<file path="config.mk">
export PLATFORM = sky130hd
export DESIGN_NAME = framed_command_deframer
export DESIGN_NICKNAME = d
export VERILOG_FILES = /design/src/sv/fcd_pkg.sv /design/src/sv/framed_command_deframer.sv /design/src/sv/fcd_ram.sv /design/src/sv/fcd_ctrl.sv /design/src/sv/fcd_dp.sv
export SDC_FILE = /design/constraint.sdc
export NUM_CORES = 1
export LEC_CHECK = 0
export BUFFER_PORTS_ARGS = -buffer_cell sky130_fd_sc_hd__buf_4
export CORE_UTILIZATION = 30
export CTS_BUF_LIST = sky130_fd_sc_hd__clkbuf_8
export DETAILED_ROUTE_END_ITERATION = 6
export PLACE_DENSITY_LB_ADDON = 0.08
export REMOVE_ABC_BUFFERS = 1
export SETUP_SLACK_MARGIN = 0.5
export SLEW_MARGIN = 0
export SYNTH_ARGS = -nofsm -noshare
export SYNTH_HDL_FRONTEND = slang
export SYNTH_SLANG_ARGS = --single-unit
export TNS_END_PERCENT = 1
</file>
<file path="constraint.sdc">
create_clock -name clk -period 5.4 [get_ports clk]
set_clock_uncertainty 0.1 [all_clocks]
set_input_delay 0.27 -clock clk [delete_from_list [all_inputs] [get_ports clk]]
set_output_delay 0.27 -clock clk [all_outputs]
set_load 0.02 [all_outputs]
</file>
<file path="src/sv/fcd_pkg.sv">
`timescale 1ns / 1ps
// ----------------------------------------------------------------------------
// fcd_pkg
// Shared types and constants of the framed command deframer.
// ----------------------------------------------------------------------------
package fcd_pkg;

    localparam int CFG_IDX_W = 2;
    localparam int CFG_DATA_W = 16;

    localparam logic [CFG_IDX_W-1:0] CFG_FRAME_HEADER = 2'd0;
    localparam logic [CFG_IDX_W-1:0] CFG_PAYLOAD_LIMIT = 2'd1;

    localparam logic [15:0] FRAME_HEADER_RST = 16'hAA55;
    localparam logic [5:0] PAYLOAD_LIMIT_RST = 6'd32;

    typedef enum logic [2:0] {
        ST_OK       = 3'd0,
        ST_TRUNC    = 3'd1,
        ST_HEADER   = 3'd2,
        ST_LENGTH   = 3'd3,
        ST_CHECKSUM = 3'd4
    } status_t;

    typedef struct packed {
        logic    hdr_hi_ld;
        logic    len_hi_ld;
        logic    len_ld;
        logic    type_ld;
        logic    csum_hi_ld;
        logic    sum_add;
        logic    restart;
        logic    pos_clr;
        logic    pay_wr;
        logic    emit_clr;
        logic    rd_issue;
        logic    ld_byte;
        logic    ld_status;
        logic    with_type;
        status_t status_code;
    } fcd_cmd_t;

    typedef struct packed {
        logic hdr_match;
        logic len_over;
        logic len_zero;
        logic pay_last;
        logic csum_ok;
        logic rd_pend;
        logic rd_more;
        logic out_free;
    } fcd_stat_t;

endpackage

</file>
<file path="src/sv/framed_command_deframer.sv">
`timescale 1ns / 1ps
// ----------------------------------------------------------------------------
// framed_command_deframer
// Parses header, length, type, payload and sum16 checksum from a byte stream
// and emits the payload bytes or a single status request.
// ----------------------------------------------------------------------------
//  channel  direction  handshake              payload
//  in       sink       in_valid / in_ready    data_byte, buffer_end
//  out      source     out_valid / out_ready  status, cmd_type, byte_count,
//                                             payload_byte, byte_index,
//                                             has_byte, last_result
//  cfg      sink       cfg_valid / cfg_ready  cfg_index, cfg_data
//
//  One input byte per cycle while parsing, held back only while the result
//  register is occupied and not being taken.
//  A good frame with a payload is emitted from the registered-read payload RAM
//  at one byte per cycle while the result register is free; input is held off for the whole burst.
//  Reset clears the parser to await the header and restores both registers;
//  the payload RAM needs no clearing. cfg_ready is always high.
// ----------------------------------------------------------------------------
module framed_command_deframer
    import fcd_pkg::*;
#(
    parameter int MAX_PAYLOAD = 32
) (
    input  logic                  clk,
    input  logic                  rst_n,
    input  logic                  in_valid,
    output logic                  in_ready,
    input  logic [7:0]            data_byte,
    input  logic                  buffer_end,
    output logic                  out_valid,
    input  logic                  out_ready,
    output logic [2:0]            status,
    output logic [7:0]            cmd_type,
    output logic [5:0]            byte_count,
    output logic [7:0]            payload_byte,
    output logic [4:0]            byte_index,
    output logic                  has_byte,
    output logic                  last_result,
    input  logic                  cfg_valid,
    output logic                  cfg_ready,
    input  logic [CFG_IDX_W-1:0]  cfg_index,
    input  logic [CFG_DATA_W-1:0] cfg_data
);

    fcd_cmd_t  cmd;
    fcd_stat_t stat;

    assign cfg_ready = 1'b1;

    fcd_ctrl u_ctrl (
        .clk        (clk),
        .rst_n      (rst_n),
        .in_valid   (in_valid),
        .in_ready   (in_ready),
        .buffer_end (buffer_end),
        .stat       (stat),
        .cmd        (cmd)
    );

    fcd_dp #(
        .MAX_PAYLOAD (MAX_PAYLOAD)
    ) u_dp (
        .clk          (clk),
        .rst_n        (rst_n),
        .cmd          (cmd),
        .stat         (stat),
        .cfg_we       (cfg_valid && cfg_ready),
        .cfg_index    (cfg_index),
        .cfg_data     (cfg_data),
        .data_byte    (data_byte),
        .out_valid    (out_valid),
        .out_ready    (out_ready),
        .status       (status),
        .cmd_type     (cmd_type),
        .byte_count   (byte_count),
        .payload_byte (payload_byte),
        .byte_index   (byte_index),
        .has_byte     (has_byte),
        .last_result  (last_result)
    );

endmodule

</file>
<file path="src/sv/fcd_ram.sv">
`timescale 1ns / 1ps
// ----------------------------------------------------------------------------
// fcd_ram
// Generic simple dual-port RAM with registered read.
// ----------------------------------------------------------------------------
module fcd_ram #(
    parameter int WIDTH = 8,
    parameter int DEPTH = 32,
    localparam int AW = (DEPTH > 1) ? $clog2(DEPTH) : 1
) (
    input  logic             clk,
    input  logic             we,
    input  logic [AW-1:0]    waddr,
    input  logic [WIDTH-1:0] wdata,
    input  logic             re,
    input  logic [AW-1:0]    raddr,
    output logic [WIDTH-1:0] rdata
);

    logic [WIDTH-1:0] mem [DEPTH];
    logic [WIDTH-1:0] rdata_reg;

    always_ff @(posedge clk)
    begin
        if (we)
        begin
            mem[waddr] <= wdata;
        end
        if (re)
        begin
            rdata_reg <= mem[raddr];
        end
    end

    assign rdata = rdata_reg;

endmodule

</file>
<file path="src/sv/fcd_ctrl.sv">
`timescale 1ns / 1ps
// ----------------------------------------------------------------------------
// fcd_ctrl
// Frame parsing state machine; issues commands to the datapath.
// ----------------------------------------------------------------------------
module fcd_ctrl
    import fcd_pkg::*;
(
    input  logic      clk,
    input  logic      rst_n,
    input  logic      in_valid,
    output logic      in_ready,
    input  logic      buffer_end,
    input  fcd_stat_t stat,
    output fcd_cmd_t  cmd
);

    typedef enum logic [9:0] {
        S_HDR0  = 10'b00_0000_0001,
        S_HDR1  = 10'b00_0000_0010,
        S_LEN0  = 10'b00_0000_0100,
        S_LEN1  = 10'b00_0000_1000,
        S_TYPE  = 10'b00_0001_0000,
        S_PAY   = 10'b00_0010_0000,
        S_CSUM0 = 10'b00_0100_0000,
        S_CSUM1 = 10'b00_1000_0000,
        S_SKIP  = 10'b01_0000_0000,
        S_EMIT  = 10'b10_0000_0000
    } state_t;

    state_t state_reg, state_next;
    logic   ret_hdr_reg, ret_hdr_next;
    logic   in_fire;
    logic   done;

    assign in_ready = (state_reg != S_EMIT) && stat.out_free;
    assign in_fire = in_valid && in_ready;

    always_comb
    begin
        cmd = '0;
        cmd.status_code = ST_OK;
        state_next = state_reg;
        ret_hdr_next = ret_hdr_reg;
        done = 1'b0;
        if (in_fire)
        begin
            case (state_reg)
                S_HDR0:
                begin
                    cmd.hdr_hi_ld = 1'b1;
                    cmd.sum_add = 1'b1;
                    state_next = S_HDR1;
                end
                S_HDR1:
                begin
                    cmd.sum_add = 1'b1;
                    if (stat.hdr_match)
                    begin
                        state_next = S_LEN0;
                    end
                    else
                    begin
                        cmd.ld_status = 1'b1;
                        cmd.status_code = ST_HEADER;
                        done = 1'b1;
                        state_next = S_SKIP;
                    end
                end
                S_LEN0:
                begin
                    cmd.len_hi_ld = 1'b1;
                    cmd.sum_add = 1'b1;
                    state_next = S_LEN1;
                end
                S_LEN1:
                begin
                    cmd.sum_add = 1'b1;
                    if (stat.len_over)
                    begin
                        cmd.ld_status = 1'b1;
                        cmd.status_code = ST_LENGTH;
                        done = 1'b1;
                        state_next = S_SKIP;
                    end
                    else
                    begin
                        cmd.len_ld = 1'b1;
                        state_next = S_TYPE;
                    end
                end
                S_TYPE:
                begin
                    cmd.type_ld = 1'b1;
                    cmd.sum_add = 1'b1;
                    cmd.pos_clr = 1'b1;
                    state_next = stat.len_zero ? S_CSUM0 : S_PAY;
                end
                S_PAY:
                begin
                    cmd.sum_add = 1'b1;
                    cmd.pay_wr = 1'b1;
                    if (stat.pay_last)
                    begin
                        state_next = S_CSUM0;
                    end
                end
                S_CSUM0:
                begin
                    cmd.csum_hi_ld = 1'b1;
                    state_next = S_CSUM1;
                end
                S_CSUM1:
                begin
                    done = 1'b1;
                    if (!stat.csum_ok)
                    begin
                        cmd.ld_status = 1'b1;
                        cmd.status_code = ST_CHECKSUM;
                        state_next = S_SKIP;
                    end
                    else if (stat.len_zero)
                    begin
                        cmd.ld_status = 1'b1;
                        cmd.with_type = 1'b1;
                        cmd.status_code = ST_OK;
                        state_next = S_SKIP;
                    end
                    else
                    begin
                        cmd.emit_clr = 1'b1;
                        ret_hdr_next = buffer_end;
                        state_next = S_EMIT;
                    end
                end
                default:
                begin
                end
            endcase
            // buffer end: report truncation unless the byte closed the frame or the frame was being skipped
            if (buffer_end)
            begin
                if (!done && (state_reg != S_SKIP))
                begin
                    cmd.ld_status = 1'b1;
                    cmd.status_code = ST_TRUNC;
                end
                cmd.restart = 1'b1;
                if (state_next != S_EMIT)
                begin
                    state_next = S_HDR0;
                end
            end
        end
        else if (state_reg == S_EMIT)
        begin
            cmd.ld_byte = stat.rd_pend && stat.out_free;
            cmd.rd_issue = stat.rd_more && (!stat.rd_pend || cmd.ld_byte);
            if (cmd.ld_byte && !stat.rd_more)
            begin
                state_next = ret_hdr_reg ? S_HDR0 : S_SKIP;
            end
        end
    end

    always_ff @(posedge clk or negedge rst_n)
    begin
        if (!rst_n)
        begin
            state_reg <= S_HDR0;
            ret_hdr_reg <= 1'b0;
        end
        else
        begin
            state_reg <= state_next;
            ret_hdr_reg <= ret_hdr_next;
        end
    end

    a_emit_blocks_input: assert property (@(posedge clk) disable iff (!rst_n)
        (state_reg == S_EMIT) |-> !in_ready)
        else $error("input taken during payload emission");

endmodule

</file>
<file path="src/sv/fcd_dp.sv">
`timescale 1ns / 1ps
// ----------------------------------------------------------------------------
// fcd_dp
// Frame datapath: field registers, checksum, payload store and result register.
// ----------------------------------------------------------------------------
module fcd_dp
    import fcd_pkg::*;
#(
    parameter int MAX_PAYLOAD = 32
) (
    input  logic                  clk,
    input  logic                  rst_n,
    input  fcd_cmd_t              cmd,
    output fcd_stat_t             stat,
    input  logic                  cfg_we,
    input  logic [CFG_IDX_W-1:0]  cfg_index,
    input  logic [CFG_DATA_W-1:0] cfg_data,
    input  logic [7:0]            data_byte,
    output logic                  out_valid,
    input  logic                  out_ready,
    output logic [2:0]            status,
    output logic [7:0]            cmd_type,
    output logic [5:0]            byte_count,
    output logic [7:0]            payload_byte,
    output logic [4:0]            byte_index,
    output logic                  has_byte,
    output logic                  last_result
);

    localparam int LEN_W = $clog2(MAX_PAYLOAD + 1);
    localparam int AW = (MAX_PAYLOAD > 1) ? $clog2(MAX_PAYLOAD) : 1;
    localparam logic [15:0] MAX_LEN = 16'(MAX_PAYLOAD);

    logic [15:0]      frame_header_reg;
    logic [5:0]       payload_limit_reg;
    logic [15:0]      sum_reg, sum_next;
    logic [LEN_W-1:0] pos_reg, pos_next, pos_inc;
    logic [LEN_W-1:0] rd_idx_reg, rd_idx_next;
    logic [LEN_W-1:0] ld_idx_reg, ld_idx_next, ld_idx_inc;
    logic             rd_pend_reg, rd_pend_next;
    logic             out_valid_reg, out_valid_next;

    logic [7:0]       hdr_hi_reg;
    logic [7:0]       len_hi_reg;
    logic [7:0]       csum_hi_reg;
    logic [7:0]       type_reg;
    logic [LEN_W-1:0] len_reg;

    status_t          status_reg;
    logic [7:0]       cmd_type_reg;
    logic [5:0]       byte_count_reg;
    logic [7:0]       payload_byte_reg;
    logic [4:0]       byte_index_reg;
    logic             has_byte_reg;
    logic             last_result_reg;

    logic [15:0]      len_word;
    logic [15:0]      len_ext;
    logic [15:0]      idx_ext;
    logic [7:0]       ram_rdata;
    logic             out_free;

    assign len_word = {len_hi_reg, data_byte};
    assign len_ext = 16'(len_reg);
    assign idx_ext = 16'(ld_idx_reg);
    assign pos_inc = pos_reg + LEN_W'(1);
    assign ld_idx_inc = ld_idx_reg + LEN_W'(1);
    assign out_free = !out_valid_reg || out_ready;

    assign stat.hdr_match = ({hdr_hi_reg, data_byte} == frame_header_reg);
    assign stat.len_over = (len_word > {10'd0, payload_limit_reg}) || (len_word > MAX_LEN);
    assign stat.len_zero = (len_reg == '0);
    assign stat.pay_last = (pos_inc == len_reg);
    assign stat.csum_ok = ({csum_hi_reg, data_byte} == sum_reg);
    assign stat.rd_pend = rd_pend_reg;
    assign stat.rd_more = (rd_idx_reg < len_reg);
    assign stat.out_free = out_free;

    always_comb
    begin
        sum_next = sum_reg;
        if (cmd.restart)
        begin
            sum_next = '0;
        end
        else if (cmd.sum_add)
        begin
            sum_next = sum_reg + {8'd0, data_byte};
        end

        pos_next = pos_reg;
        if (cmd.pos_clr)
        begin
            pos_next = '0;
        end
        else if (cmd.pay_wr)
        begin
            pos_next = pos_inc;
        end

        rd_idx_next = rd_idx_reg;
        ld_idx_next = ld_idx_reg;
        rd_pend_next = rd_pend_reg;
        if (cmd.emit_clr)
        begin
            rd_idx_next = '0;
            ld_idx_next = '0;
            rd_pend_next = 1'b0;
        end
        else
        begin
            if (cmd.rd_issue)
            begin
                rd_idx_next = rd_idx_reg + LEN_W'(1);
            end
            if (cmd.ld_byte)
            begin
                ld_idx_next = ld_idx_inc;
            end
            if (cmd.rd_issue)
            begin
                rd_pend_next = 1'b1;
            end
            else if (cmd.ld_byte)
            begin
                rd_pend_next = 1'b0;
            end
        end

        if (cmd.ld_status || cmd.ld_byte)
        begin
            out_valid_next = 1'b1;
        end
        else if (out_ready)
        begin
            out_valid_next = 1'b0;
        end
        else
        begin
            out_valid_next = out_valid_reg;
        end
    end

    always_ff @(posedge clk or negedge rst_n)
    begin
        if (!rst_n)
        begin
            frame_header_reg <= FRAME_HEADER_RST;
            payload_limit_reg <= PAYLOAD_LIMIT_RST;
            sum_reg <= '0;
            pos_reg <= '0;
            rd_idx_reg <= '0;
            ld_idx_reg <= '0;
            rd_pend_reg <= 1'b0;
            out_valid_reg <= 1'b0;
        end
        else
        begin
            if (cfg_we && (cfg_index == CFG_FRAME_HEADER))
            begin
                frame_header_reg <= cfg_data;
            end
            if (cfg_we && (cfg_index == CFG_PAYLOAD_LIMIT))
            begin
                payload_limit_reg <= cfg_data[5:0];
            end
            sum_reg <= sum_next;
            pos_reg <= pos_next;
            rd_idx_reg <= rd_idx_next;
            ld_idx_reg <= ld_idx_next;
            rd_pend_reg <= rd_pend_next;
            out_valid_reg <= out_valid_next;
        end
    end

    always_ff @(posedge clk)
    begin
        if (cmd.hdr_hi_ld)
        begin
            hdr_hi_reg <= data_byte;
        end
        if (cmd.len_hi_ld)
        begin
            len_hi_reg <= data_byte;
        end
        if (cmd.len_ld)
        begin
            len_reg <= len_word[LEN_W-1:0];
        end
        if (cmd.type_ld)
        begin
            type_reg <= data_byte;
        end
        if (cmd.csum_hi_ld)
        begin
            csum_hi_reg <= data_byte;
        end
        if (cmd.ld_status)
        begin
            status_reg <= cmd.status_code;
            cmd_type_reg <= cmd.with_type ? type_reg : 8'd0;
            byte_count_reg <= '0;
            payload_byte_reg <= '0;
            byte_index_reg <= '0;
            has_byte_reg <= 1'b0;
            last_result_reg <= 1'b1;
        end
        else if (cmd.ld_byte)
        begin
            status_reg <= ST_OK;
            cmd_type_reg <= type_reg;
            byte_count_reg <= len_ext[5:0];
            payload_byte_reg <= ram_rdata;
            byte_index_reg <= idx_ext[4:0];
            has_byte_reg <= 1'b1;
            last_result_reg <= (ld_idx_inc == len_reg);
        end
    end

    fcd_ram #(
        .WIDTH (8),
        .DEPTH (MAX_PAYLOAD)
    ) u_store (
        .clk   (clk),
        .we    (cmd.pay_wr),
        .waddr (pos_reg[AW-1:0]),
        .wdata (data_byte),
        .re    (cmd.rd_issue),
        .raddr (rd_idx_reg[AW-1:0]),
        .rdata (ram_rdata)
    );

    assign out_valid = out_valid_reg;
    assign status = status_reg;
    assign cmd_type = cmd_type_reg;
    assign byte_count = byte_count_reg;
    assign payload_byte = payload_byte_reg;
    assign byte_index = byte_index_reg;
    assign has_byte = has_byte_reg;
    assign last_result = last_result_reg;

    a_load_needs_data: assert property (@(posedge clk) disable iff (!rst_n)
        cmd.ld_byte |-> (rd_pend_reg && out_free))
        else $error("payload byte loaded without pending read or free slot");

    a_read_in_range: assert property (@(posedge clk) disable iff (!rst_n)
        cmd.rd_issue |-> (rd_idx_reg < len_reg))
        else $error("store read beyond payload length");

    a_byte_is_ok: assert property (@(posedge clk) disable iff (!rst_n)
        (out_valid_reg && has_byte_reg) |-> (status_reg == ST_OK))
        else $error("payload byte with fault status");

endmodule
</file>
==> results of run 1 <==
## layout by cell type, fill, tap and decap left out, types with 6 or more instances in the layout
| cell | count |
|---|---|
| nand2b_1 | 8 |
| or3_1 | 8 |
| clkinv_2 | 7 |
| dfrtp_1 | 57 |
| mux2_2 | 30 |
| a21oi_1 | 33 |
| mux4_2 | 80 |
| nand3_1 | 15 |
| nor3_1 | 18 |
| xor2_1 | 36 |
| buf_4 | 92 |
| nor2b_1 | 6 |
| a21o_1 | 6 |
| dfstp_2 | 10 |
| inv_1 | 57 |
| edfxtp_1 | 313 |
| xnor2_1 | 21 |
| nand2_1 | 83 |
| nor2_1 | 74 |
| nand4_1 | 9 |
| dfxtp_1 | 21 |
| or4_1 | 7 |
| nor4_1 | 15 |
| o31ai_1 | 13 |
| ha_1 | 25 |
| o21ai_0 | 31 |
| clkinv_1 | 10 |
| clkbuf_8 | 87 |
| dlygate4sd3_1 | 26 |
| and2_1 | 10 |
## worst paths after layout
check | cells past startpoint | from | endpoint
max in group asynchronous | 4 | rst_n | u_dp.rd_idx_reg[1]$_DFFE_PN0P_
worst max register to register | 7 | u_ctrl.state_reg[4]$_DFFE_PN0P_ | u_dp.cmd_type[7]$_DFFE_PP_
min in group asynchronous | 4 | rst_n | u_ctrl.state_reg[7]$_DFFE_PN0P_
worst min-delay path | 1 | data_byte[1] | u_dp.type_reg[1]$_DFFE_PP_
worst min register to register | 2 | u_dp.byte_index[3]$_SDFFE_PN0P_ | u_dp.byte_index[3]$_SDFFE_PN0P_
worst max-delay path | 9 | data_byte[5] | u_dp.cmd_type[5]$_DFFE_PP_
## metrics by stage
stage	worst slack (ns)	cells
6_report	1.604	2043
3_3_place_gp	1.580	1879
5_1_grt	1.230	2043
3_5_place_dp	1.447	1879
2_1_floorplan	1.050	1030
4_1_cts	1.556	2041
## final cells by class
| class | count | area, um^2 | area share, % |
|---|---|---|---|
| diodes | 2 | 5.005 | 0.02466 |
| clock buffers | 87 | 1197 | 5.899 |
| clock inverters | 48 | 250.2 | 1.233 |
| inverters | 30 | 112.6 | 0.5548 |
| multi-input cells | 597 | 5233 | 25.78 |
| flip-flops and latches | 403 | 11560 | 56.97 |
| well taps | 756 | 945.9 | 4.660 |
| repair buffers | 120 | 991.0 | 4.882 |
## logic make-up (layout without fill, tap and decap cells)
group / after synthesis / after routing / synth area share (%)
AOI/OAI and AO/OA: 117 / 117 / 4.592
xor gates and xnor gates: 57 / 57 / 2.918
adders and majority gates: 26 / 26 / 1.945
buffers and inverters: 79 / 285 / 2.004
DFF: 403 / 403 / 67.55
muxes: 114 / 114 / 12.74
other: 1 / 3 / 0.02192
and+or+nand+nor: 282 / 282 / 8.233
## metal layers
layer / vias up / global-route usage [%] / wire [um]
met5: - / 0 / 0
met4: 0 / 5.332 / 1092
met3: 77 / 3.100 / 1592
met2: 200 / 24.99 / 20790
met1: 4979 / 21.45 / 20330
li1: 4466 / - / -
## power breakdown
group	total (uW)	switching [uW]	internal, uW
Combinational	672	401	271
Sequential	3540	83.1	3460
Clock	2840	1280	1560
Total	7060	1770	5290
## worst max-delay path: stages
cell and delay, ns:
dlygate4sd3_1 0.53, buf_4 0.39, ha_1 0.33, a2111o_1 0.42
a2111oi_4 0.36, o2111ai_2 0.29, a221oi_2 0.50, a21oi_2 0.35
nand2b_1 0.49
## what timing repair did
action                                  4_1_cts  5_1_grt
endpoints found under the setup margin        0        0
hold buffers                                 27        0
hold endpoints to repair                    129        0
==> results.sh, run 1 <==
export IMPL_status="completed"
export IMPL_async_reset_ff_share_pct=17.12
export IMPL_ys_ff_latch=403
export IMPL_fill_cells=5511
export IMPL_largest_reg_flops=256
export IMPL_cp_end_kind="flop"
export IMPL_fmax_mhz=263.5
export IMPL_cts_buffer_depth=3
export IMPL_period_needed_ns=3.796
export IMPL_cts_tree="yes"
export IMPL_overflow=0
export IMPL_tightest_slew_ns=1.074
export IMPL_area_growth_pct=18.62
export IMPL_start_kind="input port"
export IMPL_num_io_pins=67
export IMPL_whs_ns=0.05958
export IMPL_drc_errors=0
export IMPL_viasPerCell=4.759
export IMPL_wl_per_cell_um=21.45
export IMPL_rsz0062_at_grt="no"
export IMPL_synth_enable_flop_cells=313
export IMPL_grt_usage_pct=15.71
export IMPL_cts_resized=0
export IMPL_coreArea_mm2=0.05639
export IMPL_drt_wl_total_um=43810
export IMPL_post_cts_buffers=0
export IMPL_synth_common_cells="edfxtp_1 (313), nand2_1 (83), mux4_2 (80)"
export IMPL_yosysMostFrequentCell="edfxtp_1"
export IMPL_grt_first_pass_wirelength_um=66090
export IMPL_h_tree_depth=3
export IMPL_synth_top_area_cell="edfxtp_1"
export IMPL_hold_class="input port to flop"
export IMPL_cts_buffers=75
export IMPL_tns_ns=0
export IMPL_ant_nets=0
export IMPL_slew_limit_headroom_pct=28.12
export IMPL_p_leak_uw=0.006994
export IMPL_antenna_found_initial=3
export IMPL_clk_pin_slew_ns=0.06
export IMPL_dpl_cell_area_mm2=0.01857
export IMPL_rrSetupSlack_ns=1.62
export IMPL_die_h_um=240.8
export IMPL_clock_latency_ns=0.64
export IMPL_finish_net_count=1285
export IMPL_power_total_uw=7058
export IMPL_synth_top_cell_area_share_pct=54.93
export IMPL_yosys_warnings=0
export IMPL_dieWidth_um=240.8
export IMPL_power_density_mw_per_mm2=347.7
export IMPL_ys_seq_area_share_pct=67.55
export IMPL_cap_viol_max_count=0
export IMPL_root_buffer="clkbuf_8"
export IMPL_grt_max_degree=51
export IMPL_die_area_mm2=0.05800
export IMPL_drive_above_1_share_pct=26.38
export IMPL_syn_area_mm2=0.01711
export IMPL_synth_cells=1079
export IMPL_via_count=9722
export IMPL_ir_drop_mv=0.1827
export IMPL_cts_sinks=403
export IMPL_slew_violations=0
export IMPL_utilization_pct=36.00
export IMPL_std_cell_rows=87
export IMPL_firstDrtPassIters=5
export IMPL_crit_arrival_ns=3.98
export IMPL_start_util_pct=30.35
export IMPL_hold_violations=0
export IMPL_ys_flop_type="edfxtp_1"
export IMPL_grt_pass1_vias=10285
export IMPL_dpl_hpwl_um=27240
export IMPL_finalCritPeriodShare_pct=70.29
export IMPL_fin_area_mm2=0.02030
export IMPL_gp_congestion=0.7795
export IMPL_ys_top_cells_by_area="edfxtp_1 (55%), mux4_2 (11%), dfrtp_1 (8.6%)"
export IMPL_yosysUniqueCellTypes=68
export IMPL_path_class="input port to flop"
export IMPL_cp_required_ns=5.58
export IMPL_port_buffer_count=65
export IMPL_drtIter0Drc=574
export IMPL_syn_avg_cell_area_um2=15.86
export IMPL_finalSetupViolCount=0
export IMPL_critPathMaxFanout=41
(Power assumes the default switching activity.)
==> run 2: changes to the inputs <==
- clock period: 5.4 -> 3.2 ns (I/O delays scaled with it)
==> run 2 against run 1 <==
Effect of this change:
- routed wire length is 5.6% higher
- global-route usage is 0.80 points higher
- non-clock buffer count is 88 higher
- combinational power is 96% higher
- critical path type is now flop to flop
- largest power group unchanged
==> results.sh, run 2 (same netlist as run 1, synthesis figures left out) <==
export IMPL_grt_first_pass_wirelength_um=69330
export IMPL_area_growth_pct=23.25
export IMPL_via_count=10100
export IMPL_cts_buffers=73
export IMPL_num_io_pins=67
export IMPL_grt_pass1_vias=10456
export IMPL_path_buf_inv=3
export IMPL_firstDrtPassIters=5
export IMPL_hold_end="u_dp.sum_reg[7]$_DFFE_PN0P_"
export IMPL_place_ws_ns=-0.01060
export IMPL_drive_above_1_share_pct=30.12
export IMPL_period_needed_ns=2.976
export IMPL_cap_viol_max_count=0
export IMPL_path_cells="inv_2 -> ha_4 -> a2111o_1 -> a2111oi_4 -> o2111ai_2 -> a221oi_4 -> a21oi_2 -> buf_6 -> buf_12 -> a211o_1"
export IMPL_gp_congestion=0.8291
export IMPL_hold_class="input port to flop"
export IMPL_die_h_um=240.8
export IMPL_max_stage_delay_ns=0.53
export IMPL_ant_nets=0
export IMPL_setup_ws_ns=0.2241
export IMPL_wl_per_cell_um=21.74
export IMPL_r2r_cells=10
export IMPL_slew_violations=0
export IMPL_utilization_pct=37.40
export IMPL_cts_sinks=403
export IMPL_coreArea_mm2=0.05639
export IMPL_crit_arrival_ns=3.39
export IMPL_std_cell_rows=87
export IMPL_grt_max_degree=68
export IMPL_drc_errors=0
export IMPL_largest_reg_flops=256
export IMPL_mostFrequentLayoutCells="edfxtp_1 (313), buf_4 (155), nand2_1 (83)"
export IMPL_viasPerCell=4.744
export IMPL_critPathMaxFanout=5
export IMPL_status="completed"
export IMPL_power_density_mw_per_mm2=562.1
export IMPL_slew_limit_headroom_pct=31.20
export IMPL_fmax_mhz=336.0
export IMPL_timing_rr_start="u_dp.payload_limit_reg[5]$_DFFE_PN1P_"
export IMPL_dpl_hpwl_um=29910
export IMPL_die_area_mm2=0.05800
export IMPL_ir_drop_mv=0.2389
export IMPL_h_tree_depth=3
export IMPL_root_buffer="clkbuf_8"
export IMPL_finalSetupViolCount=0
export IMPL_hold_violations=0
export IMPL_start_kind="flop"
export IMPL_drtIter0Drc=598
export IMPL_drt_wl_total_um=46290
export IMPL_clk_pin_slew_ns=0.06
export IMPL_slowest_stage="dfstp_2"
export IMPL_dieWidth_um=240.8
export IMPL_path_class="flop to flop"
export IMPL_cts_buffer_depth=3
export IMPL_cts_tree="yes"
export IMPL_port_buffer_count=65
export IMPL_rrSetupSlack_ns=0.22
export IMPL_cp_required_ns=3.61
export IMPL_worst_path_dominant_cell_family="compound AO/OA/AOI/OAI gates"
export IMPL_grt_usage_pct=16.51
export IMPL_hold_start="data_byte[7]"
export IMPL_clock_latency_ns=0.64
export IMPL_mostFrequentLayoutCell="edfxtp_1"
export IMPL_overflow=0
export IMPL_cp_end_kind="flop"
export IMPL_rsz0062_at_grt="yes"
export IMPL_p_leak_uw=0.007402
export IMPL_hold_path_cell_count=4
export IMPL_finish_net_count=1371
export IMPL_layout_cells_non_filler=2129
export IMPL_start_util_pct=30.35
export IMPL_antenna_found_initial=1
export IMPL_place_inst=1946
export IMPL_tightest_slew_ns=1.024
export IMPL_worstReg2RegEnd="u_dp.last_result$_SDFFE_PN1P_"
export IMPL_finalCritPeriodShare_pct=93.00
-- run 2: cell count changes in the layout (fill, tap and decap cells not counted), sizes merged --
cell         delta
clkbuf          -9
clkinvlp        +1
inv             -8
bufbuf          +1
dlygate4sd3    +16
buf            +71
clkinv         +14
-- run 2: how the worst max path moves through the flow --
| stage | startpoint | cells after the start | end | slack (ns) |
|---|---|---|---|---|
| 6_report | u_dp.payload_limit_reg[5]$_DFFE_PN1P_ | 10 | u_dp.last_result$_SDFFE_PN1P_ | 0.22 |
| 5_1_grt | u_dp.payload_limit_reg[5]$_DFFE_PN1P_ | 10 | u_dp.byte_count[4]$_SDFFE_PN0P_ | 0.1 |
| 4_1_cts | u_dp.payload_limit_reg[5]$_DFFE_PN1P_ | 10 | u_dp.last_result$_SDFFE_PN1P_ | 0.18 |
| 3_5_place_dp | u_dp.payload_limit_reg[5]$_DFFE_PN1P_ | 10 | u_ctrl.state_reg[0]$_DFFE_PN1P_ | -0.01 |
| 3_3_place_gp | u_dp.payload_limit_reg[5]$_DFFE_PN1P_ | 10 | u_ctrl.state_reg[0]$_DFFE_PN1P_ | -0.003 |
| 2_1_floorplan | u_dp.rd_idx_reg[0]$_DFFE_PN0P_ | 3 | u_dp.u_store.rdata[0]$_DFFE_PP_ | -1.15 |
-- run 2: area by class of cell --
cell class / count / area [um^2]
Tap cell: 756 / 945.9
Fill cell: 5417 / 35300
Clock buffer: 78 / 1074
Sequential cell: 403 / 11560
Timing Repair Buffer: 208 / 1815
Inverter: 30 / 112.6
Clock inverter: 55 / 284.0
Multi-Input combinational cell: 597 / 5289
Antenna cell: 2 / 5.005
-- run 2: through the flow --
step / setup TNS (ns) / hold WS, ns / power [uW] / cell area (um^2)
after global routing: 0 / 0.04643 / 12390 / 21090
after global placement: -0.003215 / 0.06043 / 7254 / 19130
after CTS: 0 / 0.0007157 / 12040 / 21070
after detailed placement: -0.01060 / 0.06407 / 7260 / 19130
after floorplan: -26.09 / -0.2356 / 6771 / 16880
final: 0 / 0.06016 / 11850 / 21090
-- run 2: worst register-to-register path, stage by stage, from the launching register on --
cell and delay (ns):
dfstp_2 0.53, inv_2 0.04, ha_4 0.20, a2111o_1 0.46
a2111oi_4 0.26, o2111ai_2 0.25, a221oi_4 0.40, a21oi_2 0.12
buf_6 0.15, buf_12 0.13, a211o_1 0.21
-- run 2: repair_timing --
| item | CTS | global route |
|---|---|---|
| cloned | 2 | 0 |
| setup endpoints to repair | 201 | 339 |
| endpoints found under the hold margin | 278 | 0 |
| pin swaps | 8 | 1 |
| hold buffers | 43 | 0 |
| gates resized for setup | 8 | 3 |
| buffers inserted | 3 | 0 |
-- run 2: power breakdown --
part           internal (uW)  leakage (uW)  switching, uW
clock                   2410      0.000770           2160
combinational            589       0.00276            728
sequential              5840       0.00387            130
-- run 2: routing by layer --
| layer | GRT usage, % | share of wire [%] |
|---|---|---|
| met4 | 4.219 | 1.6 |
| met1 | 23.30 | 48 |
| met5 | 0 | 0 |
| met3 | 3.511 | 4.1 |
| met2 | 25.80 | 46 |
==> run 3: changes to the inputs <==
- ABC_CLOCK_PERIOD_IN_PS: unset -> 3200
- CELL_PAD_IN_SITES_DETAIL_PLACEMENT: unset -> 1
- CELL_PAD_IN_SITES_GLOBAL_PLACEMENT: unset -> 2
- MAX_ROUTING_LAYER: unset -> met4
==> run 3 against run 2 <==
Effect of this change:
- sequential power barely moved
- global-route usage rose by 1.0 points
- final area barely moved
- core utilization barely moved
- total power rose by 0.59%
- register-to-register slack improved by 0.02 ns
- routed wire length rose by 3.7%
- hold slack got worse by 0.0083 ns
- combinational power barely moved
- final cell count rose by 0.47%
- worst setup slack improved by 0.022 ns
- critical path type unchanged
- largest cell class unchanged
- largest power group unchanged
- highest routed layer unchanged
==> results.sh, run 3 (same netlist as run 1, synthesis figures left out) <==
export IMPL_gp_congestion=0.7890
export IMPL_drive_above_1_share_pct=30.70
export IMPL_coreArea_mm2=0.05639
export IMPL_dpl_cell_area_mm2=0.01913
export IMPL_drtIter0Drc=540
export IMPL_period_needed_ns=2.953
export IMPL_clock_latency_ns=0.65
export IMPL_port_buffer_count=65
export IMPL_cts_buffer_depth=3
export IMPL_largest_reg_flops=256
export IMPL_place_ws_ns=-0.002736
export IMPL_die_area_mm2=0.05800
export IMPL_cp_end_kind="flop"
export IMPL_cap_viol_max_count=0
export IMPL_drt_wl_total_um=47990
export IMPL_mostFrequentLayoutCells="edfxtp_1 (313), buf_4 (163), nand2_1 (81), clkbuf_8 (81), mux4_2 (80)"
export IMPL_grt_first_pass_wirelength_um=71390
export IMPL_hold_violations=0
export IMPL_finalCritPeriodShare_pct=92.29
export IMPL_grt_pass1_vias=11019
export IMPL_mostFrequentLayoutCell="edfxtp_1"
export IMPL_cts_sinks=403
export IMPL_cts_buffers=75
export IMPL_h_tree_depth=3
export IMPL_cts_tree="yes"
export IMPL_die_h_um=240.8
export IMPL_fin_area_mm2=0.02111
export IMPL_wl_met1_um=21930
export IMPL_area_growth_pct=23.35
export IMPL_via_count=10101
export IMPL_overflow=0
export IMPL_num_io_pins=67
export IMPL_finalSetupViolCount=0
export IMPL_power_total_uw=11920
export IMPL_power_density_mw_per_mm2=564.9
export IMPL_std_cell_rows=87
export IMPL_wl_met2_um=23300
export IMPL_viasPerCell=4.722
export IMPL_rsz0062_at_grt="yes"
export IMPL_dr_wl_met3_um=2045
export IMPL_crit_arrival_ns=3.26
export IMPL_finish_net_count=1379
export IMPL_start_kind="flop"
export IMPL_grt_max_degree=59
export IMPL_antenna_found_initial=6
export IMPL_critPathMaxFanout=6
export IMPL_start_util_pct=30.35
export IMPL_setup_ws_ns=0.2466
export IMPL_dieWidth_um=240.8
export IMPL_top_layer_used="met4"
export IMPL_wl_per_cell_um=22.43
export IMPL_p_leak_uw=0.007434
export IMPL_tightest_slew_ns=0.8835
export IMPL_firstDrtPassIters=4
export IMPL_clk_pin_slew_ns=0.05
export IMPL_status="completed"
export IMPL_dpl_hpwl_um=31200
export IMPL_ant_nets=0
export IMPL_slew_limit_headroom_pct=41.10
export IMPL_cp_required_ns=3.50
export IMPL_ir_drop_mv=0.2182
export IMPL_fmax_mhz=338.6
export IMPL_slew_violations=0
export IMPL_path_class="flop to flop"
export IMPL_root_buffer="clkbuf_8"
export IMPL_grt_usage_pct=17.54
export IMPL_drc_errors=0
export IMPL_hold_class="input port to flop"
[run 3: cell types whose count changed in the layout (fill, tap and decap cells not counted), moves of 3 or more]
| cell | delta |
|---|---|
| buf_4 | +8 |
| clkinv_1 | -5 |
| clkinv_2 | -5 |
| dlygate4sd3_1 | +3 |
| buf_12 | -5 |
| clkbuf_8 | +3 |
| inv_1 | +11 |
| dfrtp_2 | +4 |
| dfrtp_1 | -4 |
[run 3: what timing repair did]
item / CTS / global route
endpoints found under the hold margin: 182 / 0
setup endpoints to repair: 317 / 333
resized for setup: 10 / 15
setup buffers: 1 / 2
pin swaps: 6 / 4
gates cloned: 1 / 0
hold buffers: 45 / 0
[run 3: per-stage QoR]
step | hold slack (ns) | setup TNS (ns) | utilization (%) | std cells
5_1_grt | 0.03747 | 0 | 37.43 | 2139
3_3_place_gp | 0.2459 | 0 | 33.93 | 1951
2_1_floorplan | -0.2356 | -26.09 | - | 1030
3_5_place_dp | 0.2457 | -0.02533 | 33.93 | 1951
6_report | 0.05188 | 0 | 37.43 | 2139
4_1_cts | 0.006105 | 0 | 37.29 | 2135
[run 3: path summary, 6_finish.rpt]
| check | from | endpoint | slack (ns) | cells past startpoint |
|---|---|---|---|---|
| min reg2reg | u_dp.byte_index[4]$_SDFFE_PN0P_ | u_dp.byte_index[4]$_SDFFE_PN0P_ | 0.35 | 2 |
| max reg2reg | u_dp.payload_limit_reg[5]$_DFFE_PN1P_ | u_dp.cmd_type[6]$_DFFE_PP_ | 0.25 | 10 |
| max in group asynchronous | rst_n | u_dp.frame_header_reg[2]$_DFFE_PN1P_ | 2.07 | 3 |
| min | data_byte[6] | u_dp.sum_reg[6]$_DFFE_PN0P_ | 0.05 | 4 |
| max | u_dp.payload_limit_reg[5]$_DFFE_PN1P_ | u_dp.cmd_type[6]$_DFFE_PP_ | 0.25 | 10 |
| min in group asynchronous | rst_n | u_ctrl.state_reg[7]$_DFFE_PN0P_ | 0.09 | 2 |
[run 3: layer usage]
metal,GRT usage (%),up-vias
met4,5.198,0
met5,-,-
li1,-,4650
met1,23.05,5208
met2,27.81,191
met3,3.008,52
[run 3: worst max-delay path: stages, from the launching register on]
cell	delay (ns)
dfstp_2	0.53
inv_2	0.04
ha_4	0.20
a2111o_1	0.47
a2111oi_4	0.29
o2111ai_4	0.20
a221oi_2	0.32
buf_4	0.18
a21oi_4	0.08
nand2b_4	0.16
buf_6	0.15
[run 3: final cells by class]
| cell class | count | area [um^2] |
|---|---|---|
| sequential | 403 | 11570 |
| timing repair buffer | 214 | 1768 |
| clock inverter | 56 | 262.8 |
| multi-input combinational | 597 | 5330 |
| clock buffer | 81 | 1115 |
| fill | 5891 | 35280 |
| tap | 756 | 945.9 |
| inverter | 30 | 112.6 |
| antenna | 2 | 5.005 |
[run 3: where the power goes]
group	switching, uW	total, uW	leakage (uW)	internal [uW]
clock network	2190	4610	0.000816	2410
logic	762	1350	0.00276	593
registers	124	5960	0.00386	5840
total	3080	11900	0.00743	8840
